$ cat config.mk
export PLATFORM = sky130hd
export DESIGN_NAME = lru_block_cache_controller_core
export DESIGN_NICKNAME = d
export VERILOG_FILES = /design/src/sv/lbcc_pkg.sv /design/src/sv/lbcc_cell.sv /design/src/sv/lru_block_cache_controller_core.sv
export SDC_FILE = /design/constraint.sdc
export NUM_CORES = 1
export LEC_CHECK = 0
export BUFFER_PORTS_ARGS = -buffer_cell sky130_fd_sc_hd__buf_4
export CORE_ASPECT_RATIO = 0.8
export CORE_MARGIN = 4
export CORE_UTILIZATION = 41
export CTS_CLUSTER_DIAMETER = 150
export DETAILED_ROUTE_END_ITERATION = 10
export GPL_ROUTABILITY_DRIVEN = 0
export PLACE_DENSITY_LB_ADDON = 0.08
export SLEW_MARGIN = 20
export SYNTH_ARGS = -nofsm -noshare
export SYNTH_HDL_FRONTEND = slang
export SYNTH_HIERARCHICAL = 1
export SYNTH_SLANG_ARGS = --single-unit
$ cat constraint.sdc
create_clock -name clk -period 9.1 [get_ports clk]
set_clock_uncertainty 0.2 [all_clocks]
set_input_delay 0.91 -clock clk [delete_from_list [all_inputs] [get_ports clk]]
set_output_delay 0.91 -clock clk [all_outputs]
set_load 0.02 [all_outputs]
$ cat src/sv/lbcc_pkg.sv
// lbcc_pkg: shared constants, types and helpers for the block cache directory
package lbcc_pkg;

    localparam int CACHE_SLOTS       = 16;
    localparam int SECTORS_PER_BLOCK = 8;

    localparam int TAG_W    = 32;
    localparam int SECTOR_W = 35;
    localparam int OP_W     = 2;
    localparam int SLOT_OUT_W = 4;
    localparam int SLOT_W   = (CACHE_SLOTS > 1) ? $clog2(CACHE_SLOTS) : 1;
    localparam int RANK_W   = SLOT_W;
    // one extra bit so that a free slot can stand for "older than everything"
    localparam int ORANK_W  = RANK_W + 1;
    localparam int SPB_W    = $clog2(SECTORS_PER_BLOCK + 1);
    localparam int PROD_W   = TAG_W + SPB_W;

    // opcodes
    localparam logic [OP_W-1:0] OP_READ       = 2'd0;
    localparam logic [OP_W-1:0] OP_WRITE_FULL = 2'd1;
    localparam logic [OP_W-1:0] OP_WRITE_PART = 2'd2;

    typedef enum logic [1:0] {
        ST_IDLE,
        ST_LOOKUP,
        ST_UPDATE
    } lbcc_state_t;

    // broadcast from the controller to every cell
    typedef struct packed {
        logic [TAG_W-1:0]   key;
        logic               wr;
        logic               hit;
        logic [ORANK_W-1:0] old_rank;
    } lbcc_cmd_t;

    // data handed from one cell to the next along the row
    typedef struct packed {
        logic               used;
        logic               match;
        logic               sel;
        logic [ORANK_W-1:0] rank;
        logic [TAG_W-1:0]   tag;
        logic               dirty;
        logic [SLOT_W-1:0]  index;
    } lbcc_chain_t;

    // block number to disk sector address, low bits kept
    function automatic logic [SECTOR_W-1:0] sector_of(input logic [TAG_W-1:0] blk);
        logic [PROD_W-1:0] prod;
        prod = PROD_W'(blk) * PROD_W'(SECTORS_PER_BLOCK);
        return SECTOR_W'(prod);
    endfunction

endpackage

$ cat src/sv/lbcc_cell.sv
// lbcc_cell: one directory slot holding tag, in-use, dirty and recency rank
module lbcc_cell
    import lbcc_pkg::*;
(
    input  logic              clk,
    input  logic              rst_n,
    input  logic [SLOT_W-1:0] idx,
    input  logic              lookup_en,
    input  logic              update_en,
    input  lbcc_cmd_t         cmd,
    input  lbcc_chain_t       chain_in,
    output lbcc_chain_t       chain_out
);

    logic               used_reg;
    logic               dirty_reg;
    logic [TAG_W-1:0]   tag_reg;
    logic [RANK_W-1:0]  rank_reg;
    logic               match_reg;
    logic               cand_reg;

    logic               match_now;
    logic               free_now;
    logic               lru_now;
    logic               sel;
    logic [ORANK_W-1:0] my_rank;
    logic               ages;

    // local lookup flags
    always_comb
    begin
        match_now = used_reg && (tag_reg == cmd.key);
        free_now  = !used_reg && chain_in.used;
        lru_now   = used_reg && (rank_reg == RANK_W'(CACHE_SLOTS - 1));
        sel       = match_reg || (!cmd.hit && cand_reg);
        my_rank   = used_reg ? {1'b0, rank_reg} : ORANK_W'(CACHE_SLOTS);
        ages      = used_reg && ({1'b0, rank_reg} < cmd.old_rank);
    end

    // pass accumulated selection down the row
    always_comb
    begin
        chain_out.used  = used_reg;
        chain_out.match = chain_in.match | match_now;
        chain_out.sel   = chain_in.sel | sel;
        chain_out.rank  = chain_in.rank | (sel ? my_rank : '0);
        chain_out.tag   = chain_in.tag | (sel ? tag_reg : '0);
        chain_out.dirty = chain_in.dirty | (sel && used_reg && dirty_reg);
        chain_out.index = chain_in.index | (sel ? idx : '0);
    end

    // control flags
    always_ff @(posedge clk or negedge rst_n)
    begin
        if (!rst_n)
        begin
            used_reg  <= 1'b0;
            dirty_reg <= 1'b0;
            match_reg <= 1'b0;
            cand_reg  <= 1'b0;
        end
        else
        begin
            if (lookup_en)
            begin
                match_reg <= match_now;
                cand_reg  <= free_now || lru_now;
            end
            if (update_en && sel)
            begin
                used_reg  <= 1'b1;
                dirty_reg <= (match_reg && dirty_reg) || cmd.wr;
            end
        end
    end

    // tag and recency rank
    always_ff @(posedge clk)
    begin
        if (update_en)
        begin
            if (sel)
            begin
                tag_reg  <= cmd.key;
                rank_reg <= '0;
            end
            else if (ages)
            begin
                rank_reg <= rank_reg + RANK_W'(1);
            end
        end
    end

endmodule

$ cat src/sv/lru_block_cache_controller_core.sv
// lru_block_cache_controller_core: top level of the lru block cache directory
// a transaction accepted while not busy passes through the lookup and update states before its result strobe
// busy is high for the lookup cycle only; a new start is also taken in the update state
// the cycle after a lookup updates the row of slot cells and takes the next start
// reset: asynchronous active low; all slots free and clean, no result pending
// results appear on done for one cycle and are never held back
module lru_block_cache_controller_core
    import lbcc_pkg::*;
(
    input  logic                  clk,
    input  logic                  rst_n,
    input  logic                  start,
    output logic                  busy,
    input  logic [TAG_W-1:0]      block_number,
    input  logic [OP_W-1:0]       opcode,
    output logic                  done,
    output logic                  hit,
    output logic [SLOT_OUT_W-1:0] slot,
    output logic                  fill_needed,
    output logic [SECTOR_W-1:0]   fill_sector,
    output logic                  writeback_needed,
    output logic [SECTOR_W-1:0]   writeback_sector
);

    lbcc_state_t state_reg, state_next;

    logic [TAG_W-1:0] key_reg;
    logic             wr_reg;
    logic             fill_op_reg;
    logic             lookup_hit_reg;

    logic                  done_reg;
    logic                  hit_reg;
    logic [SLOT_OUT_W-1:0] slot_reg;
    logic                  fill_needed_reg;
    logic [SECTOR_W-1:0]   fill_sector_reg;
    logic                  writeback_needed_reg;
    logic [SECTOR_W-1:0]   writeback_sector_reg;

    logic        accept;
    logic        lookup_en;
    logic        update_en;
    lbcc_cmd_t   cmd;
    lbcc_chain_t chain [CACHE_SLOTS+1];
    lbcc_chain_t chain_end;

    // next state
    always_comb
    begin
        state_next = state_reg;
        unique case (state_reg)
            ST_IDLE:   state_next = start ? ST_LOOKUP : ST_IDLE;
            ST_LOOKUP: state_next = ST_UPDATE;
            ST_UPDATE: state_next = start ? ST_LOOKUP : ST_IDLE;
            default:   state_next = ST_IDLE;
        endcase
    end

    // state decodes
    always_comb
    begin
        busy      = 1'b0;
        lookup_en = 1'b0;
        update_en = 1'b0;
        unique case (state_reg)
            ST_IDLE:   busy = 1'b0;
            ST_LOOKUP:
            begin
                busy      = 1'b1;
                lookup_en = 1'b1;
            end
            ST_UPDATE: update_en = 1'b1;
            default:   busy = 1'b0;
        endcase
    end

    assign accept = start && !busy;

    // broadcast to the cells
    always_comb
    begin
        cmd.key      = key_reg;
        cmd.wr       = wr_reg;
        cmd.hit      = lookup_hit_reg;
        cmd.old_rank = chain_end.rank;
    end

    // row of slot cells
    assign chain[0] = '{used: 1'b1, match: 1'b0, sel: 1'b0, rank: '0, tag: '0,
                        dirty: 1'b0, index: '0};

    for (genvar g = 0; g < CACHE_SLOTS; g++)
    begin : g_cell
        lbcc_cell u_cell (
            .clk       (clk),
            .rst_n     (rst_n),
            .idx       (SLOT_W'(g)),
            .lookup_en (lookup_en),
            .update_en (update_en),
            .cmd       (cmd),
            .chain_in  (chain[g]),
            .chain_out (chain[g+1])
        );
    end

    assign chain_end = chain[CACHE_SLOTS];

    // control registers
    always_ff @(posedge clk or negedge rst_n)
    begin
        if (!rst_n)
        begin
            state_reg      <= ST_IDLE;
            done_reg       <= 1'b0;
            lookup_hit_reg <= 1'b0;
        end
        else
        begin
            state_reg <= state_next;
            done_reg  <= update_en;
            if (lookup_en)
            begin
                lookup_hit_reg <= chain_end.match;
            end
        end
    end

    // transaction payload capture
    always_ff @(posedge clk)
    begin
        if (accept)
        begin
            key_reg     <= block_number;
            wr_reg      <= (opcode == OP_WRITE_FULL) || (opcode == OP_WRITE_PART);
            fill_op_reg <= (opcode != OP_WRITE_FULL);
        end
    end

    // result registers
    always_ff @(posedge clk)
    begin
        if (update_en)
        begin
            hit_reg              <= lookup_hit_reg;
            slot_reg             <= SLOT_OUT_W'(chain_end.index);
            fill_needed_reg      <= !lookup_hit_reg && fill_op_reg;
            fill_sector_reg      <= sector_of(key_reg);
            writeback_needed_reg <= !lookup_hit_reg && chain_end.dirty;
            writeback_sector_reg <= (!lookup_hit_reg && chain_end.dirty)
                                    ? sector_of(chain_end.tag) : '0;
        end
    end

    assign done             = done_reg;
    assign hit              = hit_reg;
    assign slot             = slot_reg;
    assign fill_needed      = fill_needed_reg;
    assign fill_sector      = fill_sector_reg;
    assign writeback_needed = writeback_needed_reg;
    assign writeback_sector = writeback_sector_reg;

`ifndef SYNTHESIS
    // a lookup only follows an accepted transaction
    a_lookup_after_accept: assert property (@(posedge clk) disable iff (!rst_n)
        state_reg == ST_LOOKUP |-> $past(start && !busy))
        else $error("lookup without accepted transaction");

    // a result only follows an update cycle
    a_done_after_update: assert property (@(posedge clk) disable iff (!rst_n)
        done |-> $past(state_reg == ST_UPDATE))
        else $error("result strobe without update");

    // a hit never evicts
    a_no_wb_on_hit: assert property (@(posedge clk) disable iff (!rst_n)
        done && hit |-> !writeback_needed)
        else $error("writeback reported on a hit");

    // a hit never needs a fill
    a_no_fill_on_hit: assert property (@(posedge clk) disable iff (!rst_n)
        done && hit |-> !fill_needed)
        else $error("fill reported on a hit");

    // at least one cell is chosen during an update
    a_one_selected: assert property (@(posedge clk) disable iff (!rst_n)
        state_reg == ST_UPDATE |-> chain_end.sel)
        else $error("no slot selected for update");
`endif

endmodule
==> summary.md, run 1 <==
| Metric | Value |
|---|---|
| Status | `complete, no violations` |
| Synthesized area per cell | `approximately 13 um^2` |
| Routed wire length | `roughly 94000 um` |
| Initial Util | `41.6%` |
| Post-DP Area | `40200 um^2` |
| Cell count after synthesis | `about 2900` |
| Crit path max fanout | `33` |
| Clk_lat worst skew | `0.64 ns` |
| Final-report setup violation count | `0` |
| Worst-path clk slew | `about 0.060 ns` |
| Overall die width | `around 350 um` |
| Critical Path Start Type | `flop` |
| Critical Path AT | `7.27 ns` |
| Req. time, crit path | `approximately 9.4 ns` |
| Die area | `roughly 96000 um^2` |
| Wirelength per Cell | `about 21 um` |
| Cell area after layout | `~43000 um^2` |
| P&R area growth vs syn | `14.0%` |
| Std cell rows | `98` |
| Largest net degree at the start of global routing | `63` |
| Crit path capture type | `flop` |
| Via-per-instance ratio | `around 5.3` |
| Total track usage | `between 10% and 20%` |
| Worst Tran Pin Value | `1.01 ns` |
| Largest register FFs | `between 500 and 600` |
| Power Total | `9.72 mW` |
| Final Max Tran Viols | `0` |
| Final Hold Viols | `0` |
| Rel. slew slack | `around 33%` |
| Crit path kind | `flop to flop` |
| Max VDD drop | `about 110 uV` |
| Root Buffer | `clkbuf_16` |
| Synth warn | `6` |
| Iter 0 DRT Violations | `1735` |
| Die height | `279 um` |
| Port Buffers | `109` |
| Grt ovf | `0` |
| RSZ-0062 raised after global routing | `no` |
| H-tree levels | `3` |
| TritonRoute pass-1 iters | `5` |
| DP Wirelength | `64500 um` |
| Number of nets in the layout | `between 3000 and 4000` |
| Post-route ant nets | `0` |
| Final core occ | `between 40% and 50%` |
| Fmax | `between 0.1 and 0.15 GHz` |
| Maxcap violations | `0` |
| Layout cells sized above 1 | `between 10% and 20%` |
| Place WS | `between 2 and 2.5 ns` |
| Clock buffer depth | `3` |
| Final setup margin | `around 2.1 ns` |
| Num CTS Buffers | `81` |
| TritonCTS clock tree | `yes` |
| DRC Markers | `0` |
| CTS sink count | `about 750` |
| Vias in the first global route | `around 23000` |
| Tmin final | `6.97 ns` |
| PwrDens | `about 230 nW/um^2` |
| Io pins | `116` |
| Crit share post-route | `76.6%` |
| First-pass GRT wire length | `145000 um` |
| Initial antenna violation count | `2` |
| Cell area after synthesis | `roughly 38000 um^2` |
| Vias after detailed routing | `22998` |
| Core area | `roughly 90000 um^2` |
| Final TNS setup | `0 ns` |
| Leak | `17.3 nW` |
| Min-delay worst type | `input pin to flop` |
| Gates resized, CTS repair | `0` |
-- worst max-delay path: stages, from the launching register on --
cell	delay, ns
edfxtp_1	0.32
buf_4	0.35
xor2_1	0.59
nor4_1	0.21
nand4_1	0.22
nor3_2	0.10
or2_2	0.27
or2_2	0.29
or2_2	0.30
or2_2	0.30
or2_2	0.29
or2_2	0.29
or2_2	0.29
or2_2	0.30
or2_2	0.29
or2_2	0.28
or2_2	0.28
or2_2	0.28
or2_2	0.28
or2_2	0.28
or2_2	0.29
or2_2	0.29
mux2_2	0.26
-- power by group --
part	leakage (nW)	internal, mW	total, mW	switching, mW
logic	8.95	0.859	2.09	1.23
registers	7.02	4.09	4.33	0.244
clock network	1.29	1.93	3.29	1.36
-- per-stage QoR --
step / hold slack (ns) / std cells
final: 0.248 / 4380
after global routing: 0.215 / 4379
after CTS: 0.199 / 4379
after detailed placement: 0.285 / 4232
after global placement: 0.277 / 4232
after floorplan: 0.226 / 2978
-- routing by layer --
layer  global-route usage (%)  part of all wire [%]  vias up
met1                     28.8                    50    11533
met3                     2.80                   4.0      111
met5                        0                     0        -
met2                     30.0                    45      375
li1                         -                     -    10979
met4                     4.04                   1.7        0
-- path summary, 6_finish.rpt --
kind | depth (start not counted) | start | slack [ns] | to
worst max-delay path | 22 | key_reg[1] | 2.13 | lookup_hit_reg
worst min-delay path | 1 | block_number[22] | 0.25 | key_reg[22]
worst max register to register | 22 | key_reg[1] | 2.13 | lookup_hit_reg
worst min register to register | 2 | g_cell[3].u_cell/dirty_reg | 0.30 | g_cell[3].u_cell/dirty_reg
max in group asynchronous | 3 | rst_n | 7.20 | g_cell[15].u_cell/used_reg
min in group asynchronous | 2 | rst_n | 0.43 | state_reg[0]
-- layout make-up --
cell class                      count  area (um^2)
Tap cell                         1200         1500
Clock inverter                     37          364
Timing Repair Buffer              175         1320
Fill cell                        8090        47300
Inverter                           83          312
Multi-Input combinational cell   2026        14900
Antenna cell                        1         2.50
Sequential cell                   749        22200
Clock buffer                      109         2250
-- cell usage in the layout, fill, tap and decap left out, drive strengths merged, types with 7 or more instances in the layout --
master,n
and2,48
nand4,32
o21ai,32
nand3,48
mux2,17
clkbuf,109
nand2b,48
bufinv,7
nor2,80
clkinv,31
nand2,48
a31o,80
nor4,112
ha,65
inv,82
dfrtp,68
o21bai,16
a21oi,32
conb,114
nor3,32
xor2,512
or2,16
a31oi,16
buf,174
edfxtp,681
xnor2,32
a21o,640
-- repair_timing --
item / CTS / global route
hold endpoints to repair: 6 / 0
endpoints found under the setup margin: 0 / 0
setup buffers: 0 / 0
hold buffers: 1 / 0
No activity file was read; power rests on OpenSTA's default activity.
==> run 2, diff against run 1 <==
Settings changed: ABC_AREA set to 1.
Clock period 9.1 ns to 7.3 ns, I/O delays scaled along.
==> summary.md, run 2 <==
| Metric | Value |
|---|---|
| Synthesized area per cell | `8.76 um^2 (was 13.1 um^2)` |
| Place WS | `1.14 ns (was 2.11 ns)` |
| Largest net degree at the start of global routing | `60 (was 63)` |
| TritonCTS clock tree | `yes (unchanged)` |
| Power Total | `12.4 mW (was 9.72 mW)` |
| Worst-path clk slew | `0.06 ns (about the same)` |
| Status | `complete, no violations (unchanged)` |
| Worst r2r dst | `g_cell[12].u_cell/rank_reg[0] (was lookup_hit_reg)` |
| H-tree levels | `3 (unchanged)` |
| Max VDD drop | `198 uV (was 113 uV)` |
| Fmax | `0.164 GHz (was 0.143 GHz)` |
| Number of nets in the layout | `5282 (was 3218)` |
| Final Hold Viols | `0 (unchanged)` |
| TritonRoute pass-1 iters | `5 (unchanged)` |
| Grt ovf | `0 (unchanged)` |
| Most common cell after layout, fill and taps aside | `nand2_1 (was edfxtp_1)` |
| Rel. slew slack | `26.7% (was 32.6%)` |
| Final Non-Filler Cells | `6637 (was 4380)` |
| Tmin final | `6.11 ns (was 6.97 ns)` |
| Std cell rows | `105 (was 98)` |
| RSZ-0062 raised after global routing | `no (unchanged)` |
| Layout cells sized above 1 | `13.5% (was 13.4%)` |
| R2R setup slack | `1.19 ns (was 2.13 ns)` |
| Routed wire length | `123000 um (was 93800 um)` |
| Crit path max fanout | `19 (was 33)` |
| Port Buffers | `109 (unchanged)` |
| Crit share post-route | `83.7% (was 76.6%)` |
| P&R area growth vs syn | `14.2% (was 14.0%)` |
| Final core occ | `47.2% (was 47.5%)` |
| Initial Util | `41.4% (was 41.6%)` |
| Min-delay worst type | `input pin to flop (unchanged)` |
| Final-report setup violation count | `0 (unchanged)` |
| Initial antenna violation count | `12 (was 2)` |
| CP cell instances | `buf_4, nor2_1, nor2_2, inv_2, a31o_2, a31o_2, a31o_2, a31o_2, a31o_2, a31o_2, a31o_2, a31o_2, a31o_2, a31o_2, a31o_2, a31o_2, a31o_2, a31o_2, a31o_2, inv_1, ha_1, nand4_1, o211ai_1, o31ai_1 (was buf_4, xor2_1, nor4_1, nand4_1, nor3_2, or2_2, or2_2, or2_2, or2_2, or2_2, or2_2, or2_2, or2_2, or2_2, or2_2, or2_2, or2_2, or2_2, or2_2, or2_2, or2_2, mux2_2)` |
| FF-to-FF path depth | `24 (was 22)` |
| Req. time, crit path | `7.38 ns (was 9.40 ns)` |
| Clk_lat worst skew | `0.67 ns (was 0.64 ns)` |
| Cell area after synthesis | `42500 um^2 (was 37500 um^2)` |
| Commonest cells after routing, fill and taps aside | `1326 x nand2_1, 857 x inv_1, 681 x edfxtp_1 (was 681 x edfxtp_1, 640 x a21o_1, 512 x xor2_1)` |
| Worst hold endpoint | `key_reg[16] (was key_reg[22])` |
| Hold_sp | `block_number[16] (was block_number[22])` |
| Post-CTS Setup Inserts | `0 (unchanged)` |
| Cell count after synthesis | `4854 (was 2866)` |
| Crit-path slowest cell | `o31ai_1 (was xor2_1)` |
| Vias after detailed routing | `31633 (was 22998)` |
| DP Wirelength | `90000 um (was 64500 um)` |
| Io pins | `116 (unchanged)` |
| Core area | `103000 um^2 (was 90100 um^2)` |
| PwrDens | `255 nW/um^2 (was 227 nW/um^2)` |
| Leak | `22.8 nW (was 17.3 nW)` |
| CP peak stage delay | `0.63 ns (was 0.59 ns)` |
| Hold depth | `1 (unchanged)` |
| FF-to-FF Start | `lookup_hit_reg (was key_reg[1])` |
| Synth warn | `6 (unchanged)` |
| Vias in the first global route | `28914 (was 23497)` |
| Root Buffer | `clkbuf_16 (unchanged)` |
| Iter 0 DRT Violations | `3127 (was 1735)` |
| Overall die width | `368 um (was 346 um)` |
| Via-per-instance ratio | `4.77 (was 5.25)` |
| First-pass GRT wire length | `182000 um (was 145000 um)` |
| Crit path kind | `flop to flop (unchanged)` |
| Crit path capture type | `flop (unchanged)` |
| Clock buffer depth | `3 (unchanged)` |
| Cells after DPL | `6447 (was 4232)` |
| Critical Path Start Type | `flop (unchanged)` |
| CTS sink count | `749 (unchanged)` |
| Total track usage | `22.1% (was 19.3%)` |
| Post-route ant nets | `0 (unchanged)` |
| Worst Tran Pin Value | `1.10 ns (was 1.01 ns)` |
| Critical Path AT | `6.20 ns (was 7.27 ns)` |
| DRC Markers | `0 (unchanged)` |
| Final Max Tran Viols | `0 (unchanged)` |
| Num CTS Buffers | `84 (was 81)` |
| Largest register FFs | `512 (unchanged)` |
| Wirelength per Cell | `18.5 um (was 21.4 um)` |
| Die area | `109000 um^2 (was 96500 um^2)` |
| CP most frequent cell | `a31o_2 (was or2_2)` |
| Final setup margin | `1.19 ns (was 2.13 ns)` |
| Maxcap violations | `0 (unchanged)` |
| Final TNS setup | `0 ns (unchanged)` |
| Die height | `296 um (was 279 um)` |
[run 2: area by class of cell]
type | instances | area (um^2)
Sequential cell | 749 | 22200
Inverter | 1109 | 4160
Fill cell | 9948 | 54200
Clock buffer | 111 | 2260
Antenna cell | 2 | 5.00
Tap cell | 1391 | 1740
Timing Repair Buffer | 216 | 1800
Multi-Input combinational cell | 3020 | 16100
Clock inverter | 39 | 275
[run 2: how the worst max path moves through the flow]
stage / start / endpoint
5_1_grt: lookup_hit_reg / g_cell[12].u_cell/rank_reg[1]
3_5_place_dp: lookup_hit_reg / g_cell[12].u_cell/rank_reg[2]
4_1_cts: lookup_hit_reg / g_cell[12].u_cell/rank_reg[1]
3_3_place_gp: lookup_hit_reg / g_cell[2].u_cell/rank_reg[1]
2_1_floorplan: state_reg[0] / g_cell[13].u_cell/rank_reg[0]
6_report: lookup_hit_reg / g_cell[12].u_cell/rank_reg[0]
[run 2: layer usage]
layer  global-route usage, %  routed length, um  vias to the layer above
li1                        -                  -                    16052
met1                    36.1              63900                    14701
met2                    30.1              48200                      763
met3                    4.36               8780                      117
met4                    3.99               1770                        0
met5                       0                  0                        -
[run 2: where the power goes]
part | switching, mW | leakage (nW) | total (mW) | internal, mW
combinational | 1.91 | 14.5 | 2.91 | 0.992
clock | 1.77 | 1.24 | 4.05 | 2.27
sequential | 0.274 | 7.03 | 5.41 | 5.14
[run 2: stage by stage]
stage	hold slack [ns]	cell area, um^2
2_1_floorplan	0.234	42900
3_3_place_gp	0.271	45500
3_5_place_dp	0.273	45600
4_1_cts	0.000639	48400
5_1_grt	0.0157	48500
6_report	0.0562	48500
[run 2: worst max-delay path, delay by kind of cell (launching register included)]
family          cells  cell delay [ns]
flops               1             0.36
simple gates        3             0.31
fa+ha+maj           1             0.23
compound gates     17             4.13
buf+inv             3             0.54
[run 2: repair_timing]
item | in CTS | in global routing
gates resized for setup | 0 | 0
endpoints found under the hold margin | 51 | 0
hold buffers | 31 | 0
